==> src/rtl/pru_pkg.sv <==
// package for the packed residue unpacker
// holds the shared constants, the command record passed from front to back and the code select
// no dependencies
package pru_pkg;

    // field sizes
    localparam int CODE_BITS = 5;
    localparam int NUM_CODES = 6;
    localparam int CODES_W   = CODE_BITS * NUM_CODES;
    localparam int IDX_W     = 12;
    localparam int LEN_W     = 24;
    localparam int NRES_W    = 3;
    localparam int POS_W     = 3;
    localparam int TOTAL_W   = 4;

    // codes and limits
    localparam logic [CODE_BITS-1:0] STOP_CODE    = 5'd31;
    localparam logic [LEN_W-1:0]     LEN_MAX      = 24'hFFFFFF;
    localparam logic [7:0]           SENTINEL_RST = 8'hFF;
    localparam int                   END_BIT      = 31;

    // sequence index saturation
    localparam int MAX_SEQS      = 4096;
    localparam int IDX_FIELD_MAX = 4095;
    localparam int IDX_LIMIT_INT = (MAX_SEQS - 1 < IDX_FIELD_MAX) ? MAX_SEQS - 1 : IDX_FIELD_MAX;
    localparam logic [IDX_W-1:0] IDX_LIMIT = IDX_LIMIT_INT[IDX_W-1:0];

    // command queue
    localparam int FIFO_DEPTH = 4;
    localparam int FIFO_PTR_W = $clog2(FIFO_DEPTH);
    localparam int FIFO_CNT_W = $clog2(FIFO_DEPTH + 1);

    // one classified request, ready for the back end to emit
    typedef struct packed {
        logic              lead;
        logic              is_end;
        logic [NRES_W-1:0] nres;
        logic [CODES_W-1:0] codes;
        logic [IDX_W-1:0]  index;
        logic [LEN_W-1:0]  length;
    } cmd_t;

    // code r counted from the top field down
    function automatic logic [CODE_BITS-1:0] code_at(input logic [CODES_W-1:0] codes,
                                                     input logic [NRES_W-1:0] r);
        logic [CODE_BITS-1:0] c;
        case (r)
            3'd0:    c = codes[29:25];
            3'd1:    c = codes[24:20];
            3'd2:    c = codes[19:15];
            3'd3:    c = codes[14:10];
            3'd4:    c = codes[9:5];
            3'd5:    c = codes[4:0];
            default: c = codes[4:0];
        endcase
        return c;
    endfunction

endpackage

==> src/rtl/pru_if.sv <==
// channel interfaces for the packed residue unpacker
// word channel in, result channel out; valid/ready handshake
// no dependencies
interface pru_in_if;
    logic        valid;
    logic        ready;
    logic [31:0] packed_word;
    logic        chunk_start;

    modport source (output valid, output packed_word, output chunk_start, input ready);
    modport sink   (input valid, input packed_word, input chunk_start, output ready);
endinterface

interface pru_out_if;
    logic        valid;
    logic        ready;
    logic [7:0]  residue_byte;
    logic        is_sentinel;
    logic [11:0] seq_index;
    logic [23:0] seq_length;
    logic        last_of_run;

    modport source (output valid, output residue_byte, output is_sentinel, output seq_index,
                    output seq_length, output last_of_run, input ready);
    modport sink   (input valid, input residue_byte, input is_sentinel, input seq_index,
                    input seq_length, input last_of_run, output ready);
endinterface

==> src/rtl/pru_front.sv <==
// front end: accepts packed words, counts residues and sequences, builds commands
// depends on pru_pkg and pru_in_if
module pru_front (
    input  logic         clk,
    input  logic         rst_n,
    pru_in_if.sink       words,
    input  logic         q_full,
    output logic         q_push,
    output pru_pkg::cmd_t q_data
);
    import pru_pkg::*;

    logic [LEN_W-1:0]  count_reg, count_next;
    logic [IDX_W-1:0]  idx_reg, idx_next;
    logic [LEN_W-1:0]  count_base;
    logic [IDX_W-1:0]  idx_base;
    logic [LEN_W:0]    count_sum;
    logic [LEN_W-1:0]  count_sat;
    logic [NRES_W-1:0] nres;
    logic              is_end;
    logic              found;

    assign words.ready = !q_full;
    assign q_push      = words.valid && !q_full;
    assign is_end      = words.packed_word[END_BIT];

    // number of residues: all six, or up to the first stop code on an end word
    always_comb
    begin
        nres  = NRES_W'(NUM_CODES);
        found = 1'b0;
        if (is_end)
        begin
            for (int i = 0; i < NUM_CODES; i++)
            begin
                if (!found && code_at(words.packed_word[CODES_W-1:0], NRES_W'(i)) == STOP_CODE)
                begin
                    nres  = NRES_W'(i);
                    found = 1'b1;
                end
            end
        end
    end

    // counters after an optional chunk restart, then saturating update
    always_comb
    begin
        count_base = words.chunk_start ? '0 : count_reg;
        idx_base   = words.chunk_start ? '0 : idx_reg;
        count_sum  = {1'b0, count_base} + (LEN_W+1)'(nres);
        count_sat  = (count_sum > {1'b0, LEN_MAX}) ? LEN_MAX : count_sum[LEN_W-1:0];
        if (is_end)
        begin
            count_next = '0;
            idx_next   = (idx_base < IDX_LIMIT) ? idx_base + 1'b1 : idx_base;
        end
        else
        begin
            count_next = count_sat;
            idx_next   = idx_base;
        end
    end

    // command for the back end
    always_comb
    begin
        q_data.lead   = words.chunk_start;
        q_data.is_end = is_end;
        q_data.nres   = nres;
        q_data.codes  = words.packed_word[CODES_W-1:0];
        q_data.index  = idx_base;
        q_data.length = count_sat;
    end

    // counter state
    always_ff @(posedge clk or negedge rst_n)
    begin
        if (!rst_n)
        begin
            count_reg <= '0;
            idx_reg   <= '0;
        end
        else if (q_push)
        begin
            count_reg <= count_next;
            idx_reg   <= idx_next;
        end
    end

endmodule

==> src/rtl/pru_fifo.sv <==
// command queue between front and back end
// depends on pru_pkg
module pru_fifo (
    input  logic          clk,
    input  logic          rst_n,
    input  logic          push,
    input  pru_pkg::cmd_t wdata,
    input  logic          pop,
    output logic          full,
    output logic          empty,
    output pru_pkg::cmd_t head
);
    import pru_pkg::*;

    cmd_t                  mem_reg [FIFO_DEPTH];
    logic [FIFO_PTR_W-1:0] wr_ptr_reg, rd_ptr_reg;
    logic [FIFO_CNT_W-1:0] cnt_reg, cnt_next;

    assign full  = (cnt_reg == FIFO_CNT_W'(FIFO_DEPTH));
    assign empty = (cnt_reg == '0);
    assign head  = mem_reg[rd_ptr_reg];

    // occupancy
    always_comb
    begin
        cnt_next = cnt_reg;
        if (push && !pop)
            cnt_next = cnt_reg + 1'b1;
        else if (pop && !push)
            cnt_next = cnt_reg - 1'b1;
    end

    // pointers
    always_ff @(posedge clk or negedge rst_n)
    begin
        if (!rst_n)
        begin
            wr_ptr_reg <= '0;
            rd_ptr_reg <= '0;
            cnt_reg    <= '0;
        end
        else
        begin
            if (push)
                wr_ptr_reg <= wr_ptr_reg + 1'b1;
            if (pop)
                rd_ptr_reg <= rd_ptr_reg + 1'b1;
            cnt_reg <= cnt_next;
        end
    end

    // storage
    always_ff @(posedge clk)
    begin
        if (push)
            mem_reg[wr_ptr_reg] <= wdata;
    end

endmodule

==> src/rtl/pru_back.sv <==
// back end: walks one command, one result a cycle while results is ready, into the output register
// depends on pru_pkg and pru_out_if
module pru_back (
    input  logic          clk,
    input  logic          rst_n,
    input  logic          q_empty,
    input  pru_pkg::cmd_t q_head,
    output logic          q_pop,
    input  logic [7:0]    sentinel,
    pru_out_if.source     results
);
    import pru_pkg::*;

    logic [POS_W-1:0]   pos_reg, pos_next;
    logic               valid_reg, valid_next;
    logic [7:0]         byte_reg, byte_next;
    logic               sent_reg, sent_next;
    logic [IDX_W-1:0]   idx_reg, idx_next;
    logic [LEN_W-1:0]   len_reg, len_next;
    logic               last_reg, last_next;
    logic [TOTAL_W-1:0] total;
    logic [TOTAL_W-1:0] rel;
    logic               load;
    logic               last;

    assign results.valid        = valid_reg;
    assign results.residue_byte = byte_reg;
    assign results.is_sentinel  = sent_reg;
    assign results.seq_index    = idx_reg;
    assign results.seq_length   = len_reg;
    assign results.last_of_run  = last_reg;

    // position within the current command
    assign total = TOTAL_W'(q_head.lead) + TOTAL_W'(q_head.nres) + TOTAL_W'(q_head.is_end);
    assign rel   = {1'b0, pos_reg} - TOTAL_W'(q_head.lead);
    assign last  = ({1'b0, pos_reg} == total - 1'b1);
    assign load  = !q_empty && (!valid_reg || results.ready);
    assign q_pop = load && last;

    // select the result at this position
    always_comb
    begin
        if (q_head.lead && pos_reg == '0)
        begin
            byte_next = sentinel;
            sent_next = 1'b1;
            idx_next  = '0;
            len_next  = '0;
        end
        else if (rel < {1'b0, q_head.nres})
        begin
            byte_next = {3'b000, code_at(q_head.codes, rel[NRES_W-1:0])};
            sent_next = 1'b0;
            idx_next  = q_head.index;
            len_next  = '0;
        end
        else
        begin
            byte_next = sentinel;
            sent_next = 1'b1;
            idx_next  = q_head.index;
            len_next  = q_head.length;
        end
        last_next = last;
        pos_next  = last ? '0 : pos_reg + 1'b1;
        if (load)
            valid_next = 1'b1;
        else if (results.ready)
            valid_next = 1'b0;
        else
            valid_next = valid_reg;
    end

    // control state
    always_ff @(posedge clk or negedge rst_n)
    begin
        if (!rst_n)
        begin
            valid_reg <= 1'b0;
            pos_reg   <= '0;
        end
        else
        begin
            valid_reg <= valid_next;
            if (load)
                pos_reg <= pos_next;
        end
    end

    // output payload
    always_ff @(posedge clk)
    begin
        if (load)
        begin
            byte_reg <= byte_next;
            sent_reg <= sent_next;
            idx_reg  <= idx_next;
            len_reg  <= len_next;
            last_reg <= last_next;
        end
    end

endmodule

==> src/rtl/packed_residue_unpacker.sv <==
// top level of the packed residue unpacker: front end, command queue, back end, sentinel register
// depends on pru_pkg, pru_if, pru_front, pru_fifo, pru_back
//
//   channel    dir   handshake          payload
//   words      in    valid/ready        packed_word[31:0], chunk_start
//   results    out   valid/ready        residue_byte[7:0], is_sentinel, seq_index[11:0],
//                                       seq_length[23:0], last_of_run
//   sentinel   in    sentinel_we        sentinel_wdata[7:0]
//
// the back end emits one result a cycle while results is ready; a word yields 1 to 8 results there
// (6 for a middle word with no lead sentinel, 7 with one),
// counted from the lead sentinel, the residues and the trailing sentinel it causes
// the front end takes one word a cycle while the 4-entry command queue has room
// reset clears the counters, the queue and the output valid flag; the sentinel returns to 255
// a stall on results holds the output register and fills the queue, then drops words.ready
module packed_residue_unpacker (
    input  logic       clk,
    input  logic       rst_n,
    pru_in_if.sink     words,
    pru_out_if.source  results,
    input  logic       sentinel_we,
    input  logic [7:0] sentinel_wdata
);
    import pru_pkg::*;

    logic [7:0] sentinel_reg;
    logic       q_push, q_pop, q_full, q_empty;
    cmd_t       q_wdata, q_head;

    // sentinel configuration register
    always_ff @(posedge clk or negedge rst_n)
    begin
        if (!rst_n)
            sentinel_reg <= SENTINEL_RST;
        else if (sentinel_we)
            sentinel_reg <= sentinel_wdata;
    end

    // classify words and keep the counters
    pru_front u_front (
        .clk    (clk),
        .rst_n  (rst_n),
        .words  (words),
        .q_full (q_full),
        .q_push (q_push),
        .q_data (q_wdata)
    );

    // decoupling queue
    pru_fifo u_fifo (
        .clk   (clk),
        .rst_n (rst_n),
        .push  (q_push),
        .wdata (q_wdata),
        .pop   (q_pop),
        .full  (q_full),
        .empty (q_empty),
        .head  (q_head)
    );

    // emit results
    pru_back u_back (
        .clk      (clk),
        .rst_n    (rst_n),
        .q_empty  (q_empty),
        .q_head   (q_head),
        .q_pop    (q_pop),
        .sentinel (sentinel_reg),
        .results  (results)
    );

endmodule
==> src/flat_wrapper.sv <==
// flat-port wrapper written by rule: the top's interface ports become plain ports
module packed_residue_unpacker_flat import pru_pkg::*;
  (clk, rst_n, sentinel_we, sentinel_wdata, words_valid, words_packed_word, words_chunk_start, words_ready, results_valid, results_residue_byte, results_is_sentinel, results_seq_index, results_seq_length, results_last_of_run, results_ready);
  pru_in_if words_i ();
  pru_out_if results_i ();
  input  logic clk;
  input  logic rst_n;
  input  logic sentinel_we;
  input  logic [7:0] sentinel_wdata;
  input wire logic [$bits(words_i.valid)-1:0] words_valid;
  input wire logic [$bits(words_i.packed_word)-1:0] words_packed_word;
  input wire logic [$bits(words_i.chunk_start)-1:0] words_chunk_start;
  output wire logic [$bits(words_i.ready)-1:0] words_ready;
  output wire logic [$bits(results_i.valid)-1:0] results_valid;
  output wire logic [$bits(results_i.residue_byte)-1:0] results_residue_byte;
  output wire logic [$bits(results_i.is_sentinel)-1:0] results_is_sentinel;
  output wire logic [$bits(results_i.seq_index)-1:0] results_seq_index;
  output wire logic [$bits(results_i.seq_length)-1:0] results_seq_length;
  output wire logic [$bits(results_i.last_of_run)-1:0] results_last_of_run;
  input wire logic [$bits(results_i.ready)-1:0] results_ready;
  assign words_i.valid = words_valid;
  assign words_i.packed_word = words_packed_word;
  assign words_i.chunk_start = words_chunk_start;
  assign words_ready = words_i.ready;
  assign results_valid = results_i.valid;
  assign results_residue_byte = results_i.residue_byte;
  assign results_is_sentinel = results_i.is_sentinel;
  assign results_seq_index = results_i.seq_index;
  assign results_seq_length = results_i.seq_length;
  assign results_last_of_run = results_i.last_of_run;
  assign results_i.ready = results_ready;
  packed_residue_unpacker u_core (.clk(clk), .rst_n(rst_n), .words(words_i), .results(results_i), .sentinel_we(sentinel_we), .sentinel_wdata(sentinel_wdata));
endmodule
==> config.mk <==
export PLATFORM = sky130hd
export DESIGN_NAME = packed_residue_unpacker_flat
export DESIGN_NICKNAME = d
export VERILOG_FILES = /design/src/rtl/pru_pkg.sv /design/src/rtl/pru_if.sv /design/src/rtl/pru_front.sv /design/src/rtl/pru_fifo.sv /design/src/rtl/pru_back.sv /design/src/rtl/packed_residue_unpacker.sv /design/src/flat_wrapper.sv
export SDC_FILE = /design/constraint.sdc
export NUM_CORES = 1
export LEC_CHECK = 0
export BUFFER_PORTS_ARGS = -buffer_cell sky130_fd_sc_hd__buf_2
export CAP_MARGIN = 10
export CORE_ASPECT_RATIO = 1.75
export CORE_MARGIN = 2
export CORE_UTILIZATION = 30
export DETAILED_ROUTE_END_ITERATION = 10
export SYNTH_ARGS = -nofsm -noshare
export SYNTH_HDL_FRONTEND = slang
export SYNTH_SLANG_ARGS = --single-unit
==> constraint.sdc <==
create_clock -name clk -period 15.1 [get_ports clk]
set_clock_uncertainty 0.15 [all_clocks]
set_input_delay 0 -clock clk [delete_from_list [all_inputs] [get_ports clk]]
set_output_delay 0 -clock clk [all_outputs]
set_load 0.01 [all_outputs]
==> results of run 1 <==
## worst register-to-register path: cells and delay by family (launching register included)
family,cells,cell delay [ns]
flip-flops,1,0.83
multiplexers,2,0.75
AND/OR/NAND/NOR,2,0.67
buffers and inverters,4,0.95
adder cells (fa/ha/maj),5,1.58
XOR/XNOR,1,0.17
## cell type report
| type | instances | area [µm²] | area share |
|---|---|---|---|
| Multi-Input combinational cell | 525 | 4800 | 0.250 |
| Timing Repair Buffer | 154 | 1050 | 0.0549 |
| Inverter | 26 | 97.6 | 0.00509 |
| Clock buffer | 53 | 983 | 0.0513 |
| Tap cell | 690 | 863 | 0.0450 |
| Clock inverter | 9 | 72.6 | 0.00378 |
| Antenna cell | 3 | 7.51 | 0.000391 |
| Sequential cell | 385 | 11300 | 0.589 |
## placed cells by master, fill, tap and decap left out, drive strengths merged, types with 6 or more instances in the layout
| master | instances |
|---|---|
| edfxtp | 330 |
| mux2i | 6 |
| nor4 | 12 |
| dfstp | 8 |
| clkbuf | 53 |
| xnor2 | 35 |
| and3 | 14 |
| nand2b | 13 |
| nand3 | 26 |
| dlygate4sd3 | 51 |
| a21oi | 22 |
| nor2 | 20 |
| mux4 | 71 |
| a22o | 7 |
| clkinv | 7 |
| a31oi | 9 |
| xor2 | 6 |
| nor3 | 17 |
| and2 | 10 |
| dfrtp | 47 |
| inv | 27 |
| mux2 | 10 |
| a21o | 6 |
| ha | 19 |
| nand2 | 48 |
| nor2b | 56 |
| buf | 103 |
| nand4 | 9 |
| o21ai | 42 |
## cell families after synthesis
group,after synthesis
adders and majority gates,22
and+or+nand+nor,254
buffers and inverters,74
muxes,87
DFF,385
AOI/OAI and AO/OA,121
xor gates and xnor gates,41
## repair_timing
item / CTS / global route
setup buffers: 0 / 0
endpoints found under the hold margin: 244 / 0
endpoints found under the setup margin: 0 / 0
hold buffers: 51 / 0
## worst max path at each step
stage / depth (start not counted) / startpoint / end / slack (ns)
detailed placement: 14 / u_core.u_fifo.rd_ptr_reg[1] / u_core.u_fifo.cnt_reg[1] / 9.86
finish: 14 / u_core.u_fifo.rd_ptr_reg[1] / u_core.u_fifo.cnt_reg[1] / 9.90
CTS: 14 / u_core.u_fifo.rd_ptr_reg[1] / u_core.u_fifo.cnt_reg[1] / 9.84
global placement: 14 / u_core.u_fifo.rd_ptr_reg[1] / u_core.u_fifo.cnt_reg[1] / 9.87
global route: 10 / u_core.u_fifo.rd_ptr_reg[1] / u_core.u_back.results.seq_length[5] / 9.52
floorplan: 7 / u_core.u_fifo.cnt_reg[0] / u_core.u_fifo.cnt_reg[1] / 10.29
## power by group
part / leakage (nW) / switching, mW / internal [mW]
Sequential: 3.86 / 0.108 / 1.45
Combinational: 2.42 / 0.661 / 0.490
Clock: 0.512 / 0.382 / 0.454
## routing by layer
metal  routed length, µm  track usage  share of wire  up-vias
li1                    -            -              -     4111
met1               13100        0.137           0.36     4560
met3                1500       0.0188          0.041       63
met5                   0            0              0        -
met2               20400        0.253           0.56      236
met4                1170       0.0515          0.032        0
## metrics by stage
stage | total power, mW | hold slack [ns] | setup slack (ns)
global route | 3.75 | 0.0852 | 9.52
finish | 3.55 | 0.0182 | 9.90
CTS | 3.61 | 0.0308 | 9.84
floorplan | 2.43 | -0.446 | 10.29
detailed placement | 2.76 | 0.0599 | 9.86
global placement | 2.73 | 0.0532 | 9.87
==> flow_summary.toml, run 1 <==
[setup_path]
r2r_setup_slack_ns = 9.90
start_kind = "register"
end_kind = "register"
critPathKind = "register to register"
cp.required_ns = 15.38
path_cells = "buf_4, mux4_2, inv_1, ha_1, inv_1, ha_1, fa_1, xor2_1, nor3_1, nand3_1, ha_1, inv_1, fa_1, mux2_2"
regToRegStartpoint = "u_core.u_fifo.rd_ptr_reg[1]"
crit_buf_inv = 4
critPathSlowestCell = "dfrtp_2"
crit_family = "adder cells"
crit_fanout = 47
r2r_end = "u_core.u_fifo.cnt_reg[1]"
ff2ff_path_depth = 14
crit_arrival_ns = 5.48
max_stage_delay_ns = 0.83

[routing]
wirelength_mm = 36.2
vias = 8970
first_pass_iters = 5
routedWlPerCell_um = 19.6
drtIter0Drc = 717
drc = 0
routed_via_density = 4.86
ant_nets = 0

[clock_tree]
ctsHtreeMaxLevel = 2
clk_path_buf_depth = 3
tritoncts = "yes"
cts.sinks = 385
numCtsBuffers = 34
clk_pin_slew_ns = 0.07
root_buffer = "clkbuf_16"
worst_skew_pair.late_latency_ns = 0.54
cts_resized = 0

[timing]
relSlewSlack = 0.290
fmaxAchievable_mhz = 192
rsz0062_at_grt = "no"
finalSetupViolCount = 0
final.setup.tns_ns = 0
period_share = 0.344
fin_crit_ns = 5.20
worst_slew_pin_slew_ns = 1.06
drv_slew = 0
finalHoldViolations = 0

[synthesis]
synth-compound-area-share = 0.0475
synth-xor-area-share = 0.0219
ys_top_cells_by_count = "330 x edfxtp_1, 70 x mux4_2, 48 x nand2_1, 47 x dfrtp_1, 40 x o21ai_0"
syn-instance-count = 984
synth.most_common_cell = "edfxtp_1"
synthesis.area_um2 = 16400
synthArstFlopShare = 0.143
yosysTopAreaCell = "edfxtp_1"
synth_top_cell_area_share = 0.604
synthMuxAreaShare = 0.108
yosys_warnings = 0
synth_area_leaders = "edfxtp_1 60%, mux4_2 9.6%, dfrtp_1 7.2%, xnor2_1 1.9%, ha_1 1.4%"
synth_edf_count = 330
synth-seq-cells = 385
avgSynthCellArea_um2 = 16.7
synth_cell_type_count = 71
synthSimpleGateAreaFrac = 0.0948
synthAdderAreaFrac = 0.0182
ys_seq_area_frac = 0.689
synthesis.nets = 1052
synth_ff_type = "edfxtp_1"
synth_top_family_by_area = "multiplexers"

[placed_design]
place.gp.congestion = 0.839
dp_hpwl_mm = 22.6
place_area_um2 = 17600
io_buffers = 92
dp_cells = 1729

[floorplanning]
num_rows = 113
dieHeight_um = 313
dieArea_um2 = 56600
die_w_um = 181
core_um2 = 54200
ios = 94
initial_core_util = 0.303

[power]
power.density_nw_per_um2 = 185
power_leakage_nw = 6.79
ir_worst_vdd_uv = 175

[finish]
layout-drive-gt1-share = 0.237
synthToLayoutAreaGrowth_pct = 16.9
final_cells = 1845
largest_reg_flops = 284
stdcell_area_um2 = 19200
fillers = 5048
layout.nets = 1194
final_core_util = 0.354

[grt]
grt_use_total = 0.129
antenna_found_initial = 3
grt_pass1_wl_mm = 56.4
grt_max_degree = 56
first_global_vias = 9786
gr-total-overflow = 0

[run_status]
status = "complete, no violations"

[run]
max-cap-violations = 0

[worst_hold_path]
worst_hold_path_type = "input pin to asynchronous set/reset pin"
(Power assumes the default switching activity.)
==> inputs of run 2 (changes only) <==
Clock period 15.1 ns to 4.6 ns, I/O delays scaled along.
==> run 2 against run 1 <==
First-iteration DRC count shrank 21%. Largest cell class unchanged. Sequential power grew to 3.2 times the previous value. Non-clock buffer count grew 21. Final cell count grew 0.98%. Flip-flop and latch count is the same.
==> flow_summary.toml, run 2 (synthesis results as in run 1) <==
[run_status]
status = "complete, no violations"

[routing]
routedWlPerCell_um = 19.4
routed_via_density = 4.87
first_pass_iters = 5
drtIter0Drc = 564
drc = 0
ant_nets = 0
wirelength_mm = 36.1
vias = 9069

[clock_tree]
root_buffer = "clkbuf_16"
cts_resized = 0
cts_setup_buffers = 0
cts.sinks = 385
numCtsBuffers = 34
clk_pin_slew_ns = 0.07
worst_skew_pair.late_latency_ns = 0.55
ctsHtreeMaxLevel = 2
tritoncts = "yes"
cts_hold_buffers = 53
clk_path_buf_depth = 3

[floorplanning]
ios = 94
dieHeight_um = 313
die_w_um = 181
core_um2 = 54200
num_rows = 113
dieArea_um2 = 56600
initial_core_util = 0.303

[worst_hold_path]
hold-path-cell-count = 3
worst_hold_path_type = "input pin to register"

[power]
finalPower_mw = 12.0
ir_worst_vdd_uv = 421
power.density_nw_per_um2 = 619
power_leakage_nw = 6.94

[timing]
worst_slew_pin_slew_ns = 1.00
final.setup.worst_slack_ns = 0.672
finalHoldViolations = 0
drv_slew = 0
fin_crit_ns = 3.93
finalSetupViolCount = 0
period_share = 0.854
final.setup.tns_ns = 0
holdWs_ns = 0.0638
fmaxAchievable_mhz = 255
relSlewSlack = 0.328
rsz0062_at_grt = "no"

[setup_path]
critPathSlowestCell = "buf_4"
max_stage_delay_ns = 0.52
end_kind = "register"
cp.required_ns = 4.89
worst-path-stages = 11
crit_fanout = 34
path_cells = "buf_4, mux4_2, inv_1, fa_1, xor2_1, nor3_1, nand3_1, ha_1, inv_1, fa_1, mux2_2"
ff2ff_path_depth = 11
critPathKind = "register to register"
crit_family = "adder cells"
crit_arrival_ns = 4.22
start_kind = "register"
crit_buf_inv = 3

[finish]
fillers = 5060
multi_input_area_um2 = 4800
layout.nets = 1215
seq_area_um2 = 11300
synthToLayoutAreaGrowth_pct = 18.5
layout-drive-gt1-share = 0.250
stdcell_area_um2 = 19400
layout.cells.most_common_list = "330 x edfxtp_1, 92 x buf_2, 70 x mux4_2"
largest_reg_flops = 284
final_core_util = 0.359
final_cells = 1863
layout_commonest_cell = "edfxtp_1"

[grt]
grt_max_degree = 54
antenna_found_initial = 1
grt_pass1_wl_mm = 55.8
grt_use_total = 0.127
gr-total-overflow = 0
first_global_vias = 9640

[placed_design]
dp_hpwl_mm = 23.6
place.gp.congestion = 0.830
dp_slack_ns = 0.642
io_buffers = 92
dp_cells = 1748
place_area_um2 = 17700

[run]
max-cap-violations = 0
run 2: cell count changes in the layout (fill, tap and decap cells not counted), sizes merged, moves of 2 or more:
| cell | change |
|---|---|
| dlygate4sd3 | +2 |
| diode | -2 |
| buf | +19 |
| clkinv | +3 |
| clkbuf | -11 |
| bufinv | +5 |
run 2: final cells by class:
type                            instances  share of cell area
Antenna cell                            1            0.000129
Sequential cell                       385               0.581
Multi-Input combinational cell        525               0.247
Tap cell                              690              0.0444
Clock inverter                         19              0.0136
Clock buffer                           42              0.0463
Inverter                               26             0.00502
Timing Repair Buffer                  175              0.0625
run 2: path summary, 6_finish.rpt:
check	startpoint	end	slack, ns
max	u_core.u_fifo.rd_ptr_reg[1]	u_core.u_fifo.cnt_reg[1]	0.67
max reg2reg	u_core.u_fifo.rd_ptr_reg[1]	u_core.u_fifo.cnt_reg[1]	0.67
max in group asynchronous	rst_n	u_core.u_fifo.rd_ptr_reg[0]	2.24
min reg2reg	u_core.u_fifo.cnt_reg[2]	u_core.u_fifo.cnt_reg[2]	0.35
min	results_ready	u_core.u_back.results.valid	0.06
min in group asynchronous	rst_n	u_core.sentinel_reg[1]	0.51
run 2: power by group:
part           leakage, nW  switching, mW  internal, mW  total, mW
logic                 2.52           2.33          1.72       4.05
registers             3.86          0.223          4.76       4.99
clock network        0.556           1.29          1.70       2.99
run 2: metal layers:
metal | global-route usage | wire [µm]
met5 | 0 | 0
met1 | 0.140 | 13700
met3 | 0.0149 | 1190
met2 | 0.245 | 20200
met4 | 0.0467 | 1110
run 2: worst reg2reg max path, delay by kind of cell (launching register included):
| family | cells | cell delay, ns |
|---|---|---|
| adders and majority gates | 3 | 1.09 |
| buffers and inverters | 3 | 0.76 |
| muxes | 2 | 0.71 |
| DFF | 1 | 0.48 |
| and+or+nand+nor | 2 | 0.45 |
| xor gates and xnor gates | 1 | 0.17 |
